[src/jse_pkg.sv]
// ----------------------------------------------------------------------------
// jse_pkg
// shared types, character codes and helpers of the json string escaper
// ----------------------------------------------------------------------------
package jse_pkg;

    localparam int MAX_RES  = 8;                       // results per item
    localparam int CNT_W    = $clog2(MAX_RES + 1);     // result count width
    localparam int HOLD_W   = 3;                       // hold length width
    localparam int NDIGITS  = 3;                       // held hex digits
    localparam int DIDX_W   = $clog2(NDIGITS);

    localparam logic [HOLD_W-1:0] HOLD_MAX = HOLD_W'(5);

    localparam logic [7:0] ESC_RESET = 8'd92;
    localparam logic [7:0] CH_NL     = 8'h0a;
    localparam logic [7:0] CH_CR     = 8'h0d;
    localparam logic [7:0] CH_TAB    = 8'h09;
    localparam logic [7:0] CH_QUOTE  = 8'h22;
    localparam logic [7:0] CH_U      = 8'h75;
    localparam logic [7:0] CH_SPACE  = 8'h20;
    localparam logic [7:0] CH_N      = 8'h6e;
    localparam logic [7:0] CH_R      = 8'h72;
    localparam logic [7:0] CH_T      = 8'h74;

    typedef logic [7:0] byte_t;
    typedef byte_t [NDIGITS-1:0] digits_t;

    // results of one item, slot 0 goes out first
    typedef struct packed {
        byte_t [MAX_RES-1:0] bytes;
        logic [CNT_W-1:0]    count;
        logic                end_flag;
    } burst_t;

    function automatic logic is_hex(input byte_t c);
        return c inside {[8'h30:8'h39], [8'h41:8'h46], [8'h61:8'h66]};
    endfunction

endpackage

[src/jse_expand.sv]
// ----------------------------------------------------------------------------
// jse_expand
// translates one input byte against the held escape state into its results
// ----------------------------------------------------------------------------
module jse_expand
(
    input  jse_pkg::byte_t                   in_char,
    input  logic                             in_last,
    input  jse_pkg::byte_t                   escape_char,
    input  logic [jse_pkg::HOLD_W-1:0]       hold_len,
    input  jse_pkg::digits_t                 held_digits,
    output logic [jse_pkg::HOLD_W-1:0]       hold_len_next,
    output jse_pkg::digits_t                 held_digits_next,
    output jse_pkg::burst_t                  burst
);
    import jse_pkg::*;

    logic [HOLD_W-1:0] h;
    logic              match;
    logic [HOLD_W-1:0] rel_h;
    logic              rel_dbl;
    logic              do_fresh;
    logic              tail_en;
    logic [CNT_W-1:0]  rl;
    logic [CNT_W-1:0]  sl;
    logic [CNT_W-1:0]  j;
    byte_t             lst [7];
    byte_t             rel [6];
    byte_t             fr  [2];
    byte_t             sec [2];
    logic [1:0]        fl;
    logic              fresh_hold;
    logic              special;

    // fresh byte translation
    always_comb
    begin
        special    = 1'b1;
        fresh_hold = 1'b0;
        fr[0]      = escape_char;
        fr[1]      = in_char;
        fl         = 2'd2;
        case (in_char)
            CH_NL:    fr[1] = CH_N;
            CH_CR:    fr[1] = CH_R;
            CH_TAB:   fr[1] = CH_T;
            CH_QUOTE: fr[1] = CH_QUOTE;
            default:  special = 1'b0;
        endcase
        if (!special)
        begin
            if (in_char == escape_char)
            begin
                fr[1] = escape_char;
                if (!in_last)
                begin
                    fl         = 2'd0;
                    fresh_hold = 1'b1;
                end
            end
            else if (in_char < CH_SPACE)
            begin
                fr[0] = CH_SPACE;
                fl    = 2'd1;
            end
            else
            begin
                fr[0] = in_char;
                fl    = 2'd1;
            end
        end
    end

    // hold state and release selection
    always_comb
    begin
        h                = (hold_len > HOLD_MAX) ? '0 : hold_len;
        match            = (h == HOLD_W'(1)) ? (in_char == CH_U) : is_hex(in_char);
        held_digits_next = held_digits;
        hold_len_next    = h;
        rel_h            = '0;
        rel_dbl          = 1'b0;
        do_fresh         = 1'b0;
        tail_en          = 1'b0;
        if (h == '0)
        begin
            do_fresh = 1'b1;
        end
        else if (match)
        begin
            if (h == HOLD_MAX)
            begin
                rel_h         = h;
                tail_en       = 1'b1;
                hold_len_next = '0;
            end
            else
            begin
                if (h >= HOLD_W'(2))
                    held_digits_next[DIDX_W'(h - HOLD_W'(2))] = in_char;
                hold_len_next = h + HOLD_W'(1);
                if (in_last)
                begin
                    rel_h   = h + HOLD_W'(1);
                    rel_dbl = 1'b1;
                end
            end
        end
        else
        begin
            rel_h         = h;
            rel_dbl       = 1'b1;
            hold_len_next = '0;
            do_fresh      = 1'b1;
        end
        if (do_fresh && fresh_hold)
            hold_len_next = HOLD_W'(1);
        if (in_last)
            hold_len_next = '0;
    end

    // assemble release bytes then fresh or tail bytes
    always_comb
    begin
        lst[0] = escape_char;
        lst[1] = escape_char;
        lst[2] = CH_U;
        lst[3] = held_digits_next[0];
        lst[4] = held_digits_next[1];
        lst[5] = held_digits_next[2];
        lst[6] = '0;
        for (int k = 0; k < 6; k++)
            rel[k] = (rel_dbl || k == 0) ? lst[k] : lst[k + 1];

        rl = (rel_h == '0) ? '0 : CNT_W'(rel_h) + CNT_W'(rel_dbl);
        if (tail_en)
        begin
            sec[0] = in_char;
            sec[1] = in_char;
            sl     = CNT_W'(1);
        end
        else
        begin
            sec[0] = fr[0];
            sec[1] = fr[1];
            sl     = do_fresh ? CNT_W'(fl) : '0;
        end

        burst.count    = rl + sl;
        burst.end_flag = in_last;
        for (int i = 0; i < MAX_RES; i++)
        begin
            j = CNT_W'(i) - rl;
            if (CNT_W'(i) < rl && i < 6)
                burst.bytes[i] = rel[i];
            else if (j == '0)
                burst.bytes[i] = sec[0];
            else
                burst.bytes[i] = sec[1];
        end
    end

endmodule

[src/jse_obuf.sv]
// ----------------------------------------------------------------------------
// jse_obuf
// result register that sends the results of one item one byte per cycle while out_ready is high
// ----------------------------------------------------------------------------
module jse_obuf
(
    input  logic             clk,
    input  logic             rst_n,
    input  logic             load_valid,
    input  jse_pkg::burst_t  burst,
    output logic             load_ready,
    output logic             out_valid,
    input  logic             out_ready,
    output jse_pkg::byte_t   out_char,
    output logic             out_last,
    output logic             out_end
);
    import jse_pkg::*;

    byte_t [MAX_RES-1:0] buf_reg;
    byte_t [MAX_RES-1:0] buf_next;
    logic [CNT_W-1:0]    rem_reg;
    logic [CNT_W-1:0]    rem_next;
    logic                end_reg;
    logic                end_next;
    logic                take;

    assign out_valid  = (rem_reg != '0);
    assign take       = out_valid && out_ready;
    assign out_last   = (rem_reg == CNT_W'(1));
    assign out_end    = out_last && end_reg;
    assign out_char   = buf_reg[0];
    assign load_ready = !out_valid || (out_last && out_ready);

    always_comb
    begin
        buf_next = buf_reg;
        rem_next = rem_reg;
        end_next = end_reg;
        if (load_valid && load_ready)
        begin
            buf_next = burst.bytes;
            rem_next = burst.count;
            end_next = burst.end_flag;
        end
        else if (take)
        begin
            buf_next = {8'h00, buf_reg[MAX_RES-1:1]};
            rem_next = rem_reg - CNT_W'(1);
        end
    end

    always_ff @(posedge clk or negedge rst_n)
    begin
        if (!rst_n)
            rem_reg <= '0;
        else
            rem_reg <= rem_next;
    end

    always_ff @(posedge clk)
    begin
        buf_reg <= buf_next;
        end_reg <= end_next;
    end

endmodule

[src/json_string_escaper_top.sv]
// ----------------------------------------------------------------------------
// json_string_escaper_top
// escapes the bytes of one json string value; while out_ready is high, one output byte per cycle
// ----------------------------------------------------------------------------
// Each input item is one byte of a string plus an end-of-string flag. The
// item first lands in an input register, is translated in one pass against
// the held escape state, and its results (zero to eight bytes) are loaded
// into a result register that sends one byte per cycle while out_ready is
// high. A plain byte yields one result byte, a newline, return, tab or quote
// yields two, and a broken or completed backslash-u sequence yields every
// byte it releases; the single output byte port sets the rate. An item that
// only extends a held escape sequence produces nothing. The input register
// takes the next item while the result register is still sending, and
// hands it over in the same cycle that the last result byte is taken.
// The escape character register resets to backslash and may only be written
// while the block is idle; cfg_ready is always high.
// ----------------------------------------------------------------------------
module json_string_escaper_top
(
    input  logic            clk,
    input  logic            rst_n,
    // input items
    input  logic            in_valid,
    output logic            in_ready,
    input  jse_pkg::byte_t  in_char,
    input  logic            in_last,
    // result items
    output logic            out_valid,
    input  logic            out_ready,
    output jse_pkg::byte_t  out_char,
    output logic            out_last,
    output logic            out_end,
    // escape character register
    input  logic            cfg_valid,
    output logic            cfg_ready,
    input  jse_pkg::byte_t  cfg_data
);
    import jse_pkg::*;

    // input register
    logic              in_valid_reg;
    logic              in_valid_next;
    byte_t             in_char_reg;
    logic              in_last_reg;

    // escape state
    logic [HOLD_W-1:0] hold_len_reg;
    logic [HOLD_W-1:0] hold_len_next;
    digits_t           held_digits_reg;
    digits_t           held_digits_next;
    byte_t             escape_reg;

    burst_t            burst;
    logic              load_ready;
    logic              move;

    // item leaves the input register when the result register can take it
    assign move          = in_valid_reg && load_ready;
    assign in_ready      = !in_valid_reg || move;
    assign in_valid_next = (in_valid && in_ready) || (in_valid_reg && !move);
    assign cfg_ready     = 1'b1;

    always_ff @(posedge clk or negedge rst_n)
    begin
        if (!rst_n)
        begin
            in_valid_reg <= 1'b0;
            hold_len_reg <= '0;
            escape_reg   <= ESC_RESET;
        end
        else
        begin
            in_valid_reg <= in_valid_next;
            if (move)
                hold_len_reg <= hold_len_next;
            if (cfg_valid)
                escape_reg <= cfg_data;
        end
    end

    // payload only, no reset needed
    always_ff @(posedge clk)
    begin
        if (in_valid && in_ready)
        begin
            in_char_reg <= in_char;
            in_last_reg <= in_last;
        end
        if (move)
            held_digits_reg <= held_digits_next;
    end

    // translation of the registered item
    jse_expand u_expand
    (
        .in_char          (in_char_reg),
        .in_last          (in_last_reg),
        .escape_char      (escape_reg),
        .hold_len         (hold_len_reg),
        .held_digits      (held_digits_reg),
        .hold_len_next    (hold_len_next),
        .held_digits_next (held_digits_next),
        .burst            (burst)
    );

    // result register and byte serializer
    jse_obuf u_obuf
    (
        .clk        (clk),
        .rst_n      (rst_n),
        .load_valid (in_valid_reg),
        .burst      (burst),
        .load_ready (load_ready),
        .out_valid  (out_valid),
        .out_ready  (out_ready),
        .out_char   (out_char),
        .out_last   (out_last),
        .out_end    (out_end)
    );

    // hold length never leaves its legal range
    a_hold_range: assert property (@(posedge clk) disable iff (!rst_n)
        hold_len_reg <= HOLD_MAX)
        else $error("hold length out of range");

    // end of string flushes the hold
    a_last_flush: assert property (@(posedge clk) disable iff (!rst_n)
        move && in_last_reg |=> hold_len_reg == '0)
        else $error("hold not cleared at end of string");

    // end of string byte is always the last byte of its item
    a_end_last: assert property (@(posedge clk) disable iff (!rst_n)
        out_valid && out_end |-> out_last)
        else $error("end flag without last flag");

    // a held escape produces no result in the same step
    a_hold_quiet: assert property (@(posedge clk) disable iff (!rst_n)
        move && !in_last_reg && hold_len_next > hold_len_reg |-> burst.count == '0)
        else $error("results emitted while extending hold");

endmodule

[config.mk]
export PLATFORM = sky130hd
export DESIGN_NAME = json_string_escaper_top
export DESIGN_NICKNAME = d
export VERILOG_FILES = /design/src/jse_pkg.sv /design/src/jse_expand.sv /design/src/jse_obuf.sv /design/src/json_string_escaper_top.sv
export SDC_FILE = /design/constraint.sdc
export NUM_CORES = 1
export LEC_CHECK = 0
export BUFFER_PORTS_ARGS = -buffer_cell sky130_fd_sc_hd__buf_2
export CAP_MARGIN = 25
export CORE_ASPECT_RATIO = 0.5
export CORE_MARGIN = 2
export CORE_UTILIZATION = 30
export DETAILED_ROUTE_END_ITERATION = 10
export GPL_ROUTABILITY_DRIVEN = 0
export PLACE_DENSITY = 0.49
export SLEW_MARGIN = 20
export SYNTH_ARGS = -nofsm -noshare
export SYNTH_HDL_FRONTEND = slang
export SYNTH_SLANG_ARGS = --single-unit
[constraint.sdc]
create_clock -name clk -period 5.35 [get_ports clk]
set_clock_uncertainty 0.05 [all_clocks]
set_input_delay 0.8025 -clock clk [delete_from_list [all_inputs] [get_ports clk]]
set_output_delay 0.8025 -clock clk [all_outputs]
set_load 0.02 [all_outputs]
==> reports/qor.txt, run 1 <==
clock share of power: 31.7%
Setup crit start kind: flip-flop
Initial Util: 30.8%
GRT Residual Overflow: 0
post-synth cell types: 81
FP Rows: 39
Worst-Skew Late Latency: 0.43 ns
worst vdd ir: 0.187 mV
async set-or-reset flop fraction in the synthesized netlist: 14.0%
final hold vios: 0
Iter 0 DRT Violations: 610
IO Port Bufs: 33
HP Class: input port to async pin
PD cells: 449 nW/um^2
sequential element share of the synthesized area: 47.2%
worst rel slew slack: 26.6%
DR pass1 iterations: 10
fin nets: 751
post-route ant nets: 0
layout cell share with drive strength beyond 1: 17.3%
Diodes inserted: 0
Max-Cap Viols: 0
clk slew on worst S/H paths: 0.06 ns
Internal: 0.00241 W
total die area: 25000 sq um
Final period util: 91.9%
Max Clk Rate: 203 MHz
Reg power frac: 39.9%
routed len/inst: 21.5 microns
Slew @ Worst Pin: 1.07 ns
sw frac: 34.1%
Register-to-Register Path Depth: 17
failing checks: design-rule violations
clk root buf: clkbuf_16
setup TNS: 0 ns
fin. max-slew vios: 0
num ports: 35
vias in the first global route: 5495
Critical path origin: in_char_reg[7]
global-route wire length before repair: 33900 microns
r2r startpoint: in_char_reg[7]
Power Total: 0.00365 W
vias: 5721
Area Growth Syn to Fin: 14.7%
CTS tree: yes
Post-Synthesis Cells: 696
drt total wl: 22300 microns
Overall Global Routing Usage: 18.3%
Worst Path Arrival: 5.10 ns
Resized cells post-CTS: 0
H-tree depth: 4
Post-CTS Hold Buffers: 0
CP required: 5.53 ns
# Post-CTS Setup Buffers: 0
die span in y: 113 microns
Crit Path Max Fanout: 14
Clock Tree Buf Depth: 2
YS warnings: 0
pin count of the biggest net entering global routing: 43
Vias per Instance: 5.52
flop-to-flop setup slack: 0.43 ns
synthesized cell area: 7100 sq um
Clock Sinks: 114
total nets after synthesis: 730
DRC Markers: 1
main flop type after synthesis: edfxtp_1
detailed placement HPWL: 15300 microns
Net Sw Power: 0.00124 W
# setup viols final: 0
initial antenna violation count: 0
syn avg cell area: 10.2 sq um
Synth Register Bits: 114
number of buffers created by CTS: 17
Die W: 221 microns
Post-synth EDFFs: 98
CP endpoint kind: flip-flop
critical path start-end classification: flip-flop to flip-flop
fin crit period: 4.92 ns
RSZ-0062 raised after global routing: false
Lkg Pwr: 3.13 nW
run status: finished, violations left
core footprint: 23000 sq um
Comb power frac: 28.4%
R2R Path End: u_obuf.buf_reg[14]
Largest register FFs: 56
-- cell families after synthesis --
| kind of cell | after synthesis | synth area share [%] |
|---|---|---|
| flops | 114 | 47.2 |
| buf+inv | 90 | 6.07 |
| fa+ha+maj | 12 | 2.22 |
| other cells | 1 | 0.0528 |
| compound gates | 174 | 16.8 |
| mux | 87 | 12.6 |
| xor+xnor | 9 | 1.11 |
| simple gates | 209 | 14.0 |
-- power by group through the flow --
stage | clock (W) | combinational, W | sequential [W]
CTS | 0.00118 | 0.00102 | 0.00146
detailed placement | 0 | 0.00101 | 0.00147
global placement | 0 | 0.00100 | 0.00147
global route | 0.00122 | 0.00114 | 0.00148
finish | 0.00116 | 0.00104 | 0.00145
floorplan | 0 | 0.000731 | 0.00142
-- stage by stage --
step / utilization (%) / std cells / hold slack, ns / instance area (sq um) / setup WS, ns
2_1_floorplan: - / 696 / 0.374 / 7100 / 0.0322
3_3_place_gp: 32.6 / 1002 / 0.433 / 7510 / 0.490
3_5_place_dp: 32.6 / 1002 / 0.440 / 7510 / 0.352
4_1_cts: 35.2 / 1034 / 0.244 / 8110 / 0.310
5_1_grt: 35.3 / 1037 / 0.266 / 8140 / 0.0938
6_report: 35.3 / 1037 / 0.246 / 8140 / 0.435
-- worst max-delay path, stage by stage (launching register included) --
cell	delay (ns)
edfxtp_1	0.42
buf_4	0.23
or4bb_1	0.57
o32a_1	0.19
buf_4	0.17
a21oi_1	0.33
a311o_1	0.20
clkinv_1	0.10
ha_1	0.21
ha_1	0.33
nor3b_2	0.18
inv_1	0.18
ha_1	0.49
nand2_1	0.10
nor2_1	0.13
nand2_1	0.30
mux2i_1	0.23
a221oi_1	0.31
-- layout by cell type, fill, tap and decap left out, drive strengths merged, types with 6 or more instances in the layout --
master / synthesis / layout
nor3: 6 / 6
buf: 22 / 55
nor2: 61 / 61
clkbuf: 31 / 17
inv: 35 / 36
o221ai: 14 / 14
ha: 11 / 11
nand2: 73 / 73
nand2b: 8 / 8
o311ai: 7 / 7
a21oi: 37 / 37
a221oi: 10 / 10
o21ai: 45 / 45
and2: 8 / 8
mux2: 16 / 16
edfxtp: 98 / 98
or3: 6 / 6
dfrtp: 12 / 12
xor2: 8 / 8
a22oi: 9 / 9
nand3: 18 / 18
a31oi: 8 / 8
mux2i: 71 / 71
clkinv: 2 / 9
-- worst max path at each step --
stage	to	slack, ns	cells past startpoint
floorplan	u_obuf.buf_reg[13]	0.03	21
global placement	u_obuf.buf_reg[23]	0.49	17
detailed placement	u_obuf.buf_reg[23]	0.35	17
CTS	u_obuf.buf_reg[23]	0.31	17
global route	u_obuf.buf_reg[23]	0.09	18
finish	u_obuf.buf_reg[14]	0.43	17
-- synth_stat cells, drive strengths merged (4+ instances only) --
| library cell | n | share of area, % |
|---|---|---|
| o21ai | 45 | 3.3 |
| xor2 | 8 | 0.99 |
| a221oi | 10 | 1.2 |
| inv | 35 | 1.9 |
| nor3b | 4 | 0.42 |
| nand3 | 18 | 1.3 |
| dfrtp | 12 | 4.2 |
| a31oi | 8 | 0.71 |
| mux2 | 16 | 2.5 |
| clkbuf | 31 | 1.6 |
| o311ai | 7 | 0.86 |
| dfstp | 4 | 1.5 |
| nor2 | 61 | 3.3 |
| and2 | 8 | 0.71 |
| nand2 | 73 | 3.9 |
| nand2b | 8 | 0.71 |
| a22oi | 9 | 0.95 |
| ha | 11 | 1.9 |
| or3 | 6 | 0.60 |
| nor2b | 4 | 0.35 |
| and3 | 5 | 0.51 |
| edfxtp | 98 | 41 |
| buf | 22 | 2.4 |
| o21a | 5 | 0.53 |
| nor3 | 6 | 0.42 |
| o221ai | 14 | 1.7 |
| mux2i | 71 | 10 |
| a21oi | 37 | 2.7 |
-- metal layers --
metal	GRT usage, %	routed length [microns]	vias to the layer above
met1	25.9	10700	2842
met5	0	0	-
met3	5.22	1690	26
met4	6.13	362	0
li1	-	-	2636
met2	27.1	9630	217
-- cell type report --
class,instances,area (sq um)
Timing Repair Buffer,55,330
Tap cell,307,384
Multi-Input combinational cell,492,3340
Inverter,37,144
Fill cell,2316,14900
Sequential cell,114,3350
Clock buffer,17,425
Clock inverter,15,166
No activity file was read; power rests on OpenSTA's default activity.
==> run 2, diff against run 1 <==
Settings changed: CAP_MARGIN 25 to not set, SYNTH_HIERARCHICAL set to 1.
==> run 2 against run 1 <==
Net effect:
- clock-buffer cell count stayed put
- sequential cell count unchanged
- final cell count up 19%
- register-to-register slack worse by 0.23 ns
- first-iteration DRC count down 0.66%
- power fell by 13%
- largest power group unchanged
- critical path depth is 5 higher
- the flow now finishes without violations
- design area rose by 12%
- highest routed layer unchanged
- die area rose by 11%
- clock power down 6%
- synthesized area rose by 12%
- sequential power shrank 9%
==> reports/qor.txt, run 2 <==
number of buffers created by CTS: 17 (unchanged)
DRC Markers: 0 (-1)
H-tree depth: 4 (unchanged)
global-route wire length before repair: 36200 microns (+6.8%)
num ports: 35 (unchanged)
async set-or-reset flop fraction in the synthesized netlist: 14.0% (unchanged)
final non-filler cell total: 1234 (+19%)
DR pass1 iterations: 5 (-5)
total nets after synthesis: 897 (+23%)
Cells after DPL: 1196 (+19%)
FP Rows: 41 (+5.1%)
Die W: 234 microns (+5.5%)
IO Port Bufs: 33 (unchanged)
post-route ant nets: 0 (unchanged)
synthesized cell area: 7910 sq um (+12%)
fin. max-slew vios: 0 (unchanged)
die span in y: 119 microns (+5.4%)
main flop type after synthesis: edfxtp_1
Setup crit start kind: flip-flop
Slew @ Worst Pin: 1.08 ns (+0.00676 ns)
Crit path top cell by count: ha_4
Vias per Instance: 5.19 (-5.9%)
Post-synth EDFFs: 98 (unchanged)
share of the synthesized area in the top cell type: 37.2% (-4.3 points)
Diodes inserted: 0 (unchanged)
worst vdd ir: 0.157 mV (-16%)
fin util: 35.6% (+0.32 points)
vias in the first global route: 6096 (+11%)
Post-Synthesis Cells: 855 (+23%)
CP endpoint kind: flip-flop
CP peak stage delay: 0.43 ns (-0.14 ns)
Largest register FFs: 56 (unchanged)
final setup margin: 0.200 ns (-0.235 ns)
drt total wl: 23300 microns (+4.4%)
detailed placement HPWL: 16500 microns (+7.8%)
Worst-Skew Late Latency: 0.43 ns (about the same)
Area Growth Syn to Fin: 15.1%
run status: finished clean
Worst Path Arrival: 5.28 ns (+0.18 ns)
Initial Util: 31.0% (+0.17 points)
Max Clk Rate: 194 MHz (-4.6%)
area occupied by multi-input gates: 4260 sq um (+28%)
layout cell share with drive strength beyond 1: 19.9% (+2.6 points)
count leader, synth: nand2_1
Max-Cap Viols: 0 (unchanged)
commonest non-fill, non-tap cell in the layout: nand2_1
post-synth cell types: 79 (-2.5%)
clk root buf: clkbuf_16
YS warnings: 6 (+6)
Final period util: 96.3% (+4.4 points)
Overall Global Routing Usage: 17.3% (-1.1 points)
total die area: 27800 sq um (+11%)
sequential element share of the synthesized area: 42.3% (-4.9 points)
WP buf/inv: 2 (-2)
Lkg Pwr: 3.68 nW (+18%)
worst rel slew slack: 28.2% (+1.5 points)
delay-heaviest family, CP: simple AND/OR/NAND/NOR gates
Clock Sinks: 114 (unchanged)
Synth Register Bits: 114 (unchanged)
# setup viols final: 0 (unchanged)
vias: 6406 (+12%)
routed len/inst: 18.9 microns (-12%)
Post-CTS Hold Buffers: 0 (unchanged)
pre-CTS setup slack: -0.0135 ns (-0.366 ns)
CP required: 5.48 ns (-0.05 ns)
GRT Residual Overflow: 0 (unchanged)
HP Class: input port to async pin
syn avg cell area: 9.25 sq um (-9.2%)
final hold vios: 0 (unchanged)
fillers: 2608 (+13%)
clk slew on worst S/H paths: 0.06 ns (about the same)
CP Cell Sequence: ha_1, nand2b_2, inv_1, ha_4, nor2b_1, a41o_1, or2_2, or3_1, o211ai_4, ha_4, ha_1, o211ai_1, o21ai_4, inv_1, ha_4, or3_1, o2bb2ai_2, a31oi_4, mux2_2, mux2_2, nand2_1, nand2_1
critical path start-end classification: flip-flop to flip-flop
pin count of the biggest net entering global routing: 73 (+70%)
cell at the slowest stage of the critical path: or3_1
Iter 0 DRT Violations: 606 (-0.66%)
fin nets: 919 (+22%)
CTS tree: yes
top post-synthesis cells by area: edfxtp_1, nand2_1, mux2_2
fin crit period: 5.15 ns (+0.235 ns)
top cells by count, synth: nand2_1, edfxtp_1, mux2i_1, mux2_2, nor2_1
register area: 3350 sq um (unchanged)
Clock Tree Buf Depth: 2 (unchanged)
Crit Path Max Fanout: 8 (-6)
PD cells: 349 nW/um^2 (-22%)
commonest non-fill, non-tap cells in the layout: nand2_1, edfxtp_1, mux2i_1
initial antenna violation count: 0 (unchanged)
core footprint: 25500 sq um (+11%)
largest area contributor in the netlist: edfxtp_1
==> run 2: changes by cell type in the layout (fill, tap and decap cells not counted), sizes merged, moves of 8 or more <==
cell    previous run  this run
nand2             73       230
mux2              16        50
mux2i             71        49
nor2              61        42
nor3               6        17
o22a               0        11
nand3             18         8
buf               55        64
a221oi            10         2
ha                11        19
==> run 2: kinds of logic (layout without fill, tap and decap cells) <==
kind of cell,after synthesis,after routing,share of synthesized area [%]
multiplexers,99,99,13.4
XOR/XNOR,14,14,1.55
other,1,1,0.0474
AO/OA/AOI/OAI,153,153,13.6
buffers and inverters,90,125,5.23
flip-flops,114,114,42.3
AND/OR/NAND/NOR,364,364,20.6
adder cells (fa/ha/maj),20,20,3.26
==> run 2: worst paths after layout <==
check	from	to	slack (ns)	cells past startpoint
worst max-delay path	hold_len_reg[2]	u_obuf/out_char[6]	0.20	22
worst min-delay path	rst_n	escape_reg[5]	0.26	1
worst max register to register	hold_len_reg[2]	u_obuf/out_char[6]	0.20	22
worst min register to register	u_obuf/buf_reg[36]	u_obuf/buf_reg[28]	0.46	2
max in group asynchronous	rst_n	escape_reg[3]	4.66	1
min in group clk	u_obuf/buf_reg[36]	u_obuf/buf_reg[28]	0.46	2
==> run 2: layout make-up <==
cell class              count  share of cell area [%]
clock inverters            15                    1.47
clock buffers              17                    4.67
inverters                  29                    1.21
multi-input cells         651                    46.8
repair buffers             64                    4.37
flip-flops and latches    114                    36.8
well taps                 344                    4.73
==> run 2: power breakdown <==
part	internal, W	switching [W]
Combinational	0.000258	0.000513
Clock	0.000640	0.000446
Sequential	0.00123	0.0000893
==> run 2: through the flow <==
stage                     TNS (ns)  power [W]  hold slack [ns]  cell area [sq um]
after floorplan                  0    0.00189            0.415               7940
after global routing      -0.00134    0.00335            0.274               9100
after global placement           0    0.00209            0.444               8420
after CTS                        0    0.00320            0.269               8990
after detailed placement   -0.0135    0.00210            0.440               8420
final                            0    0.00318            0.258               9100
==> run 2: repair_timing <==
item | 4_1_cts | 5_1_grt
pin swaps | 0 | 1
buffers inserted | 0 | 6
resized for setup | 2 | 12
endpoints found under the setup margin | 1 | 39
cloned | 0 | 0
==> run 2: routing by layer <==
metal / GRT usage (%) / up-vias / share of wire (%)
met5: 0 / - / 0
met4: 4.15 / 0 / 1.2
met3: 4.24 / 30 / 5.8
met2: 26.4 / 209 / 44
met1: 24.4 / 3076 / 49
li1: - / 3091 / -
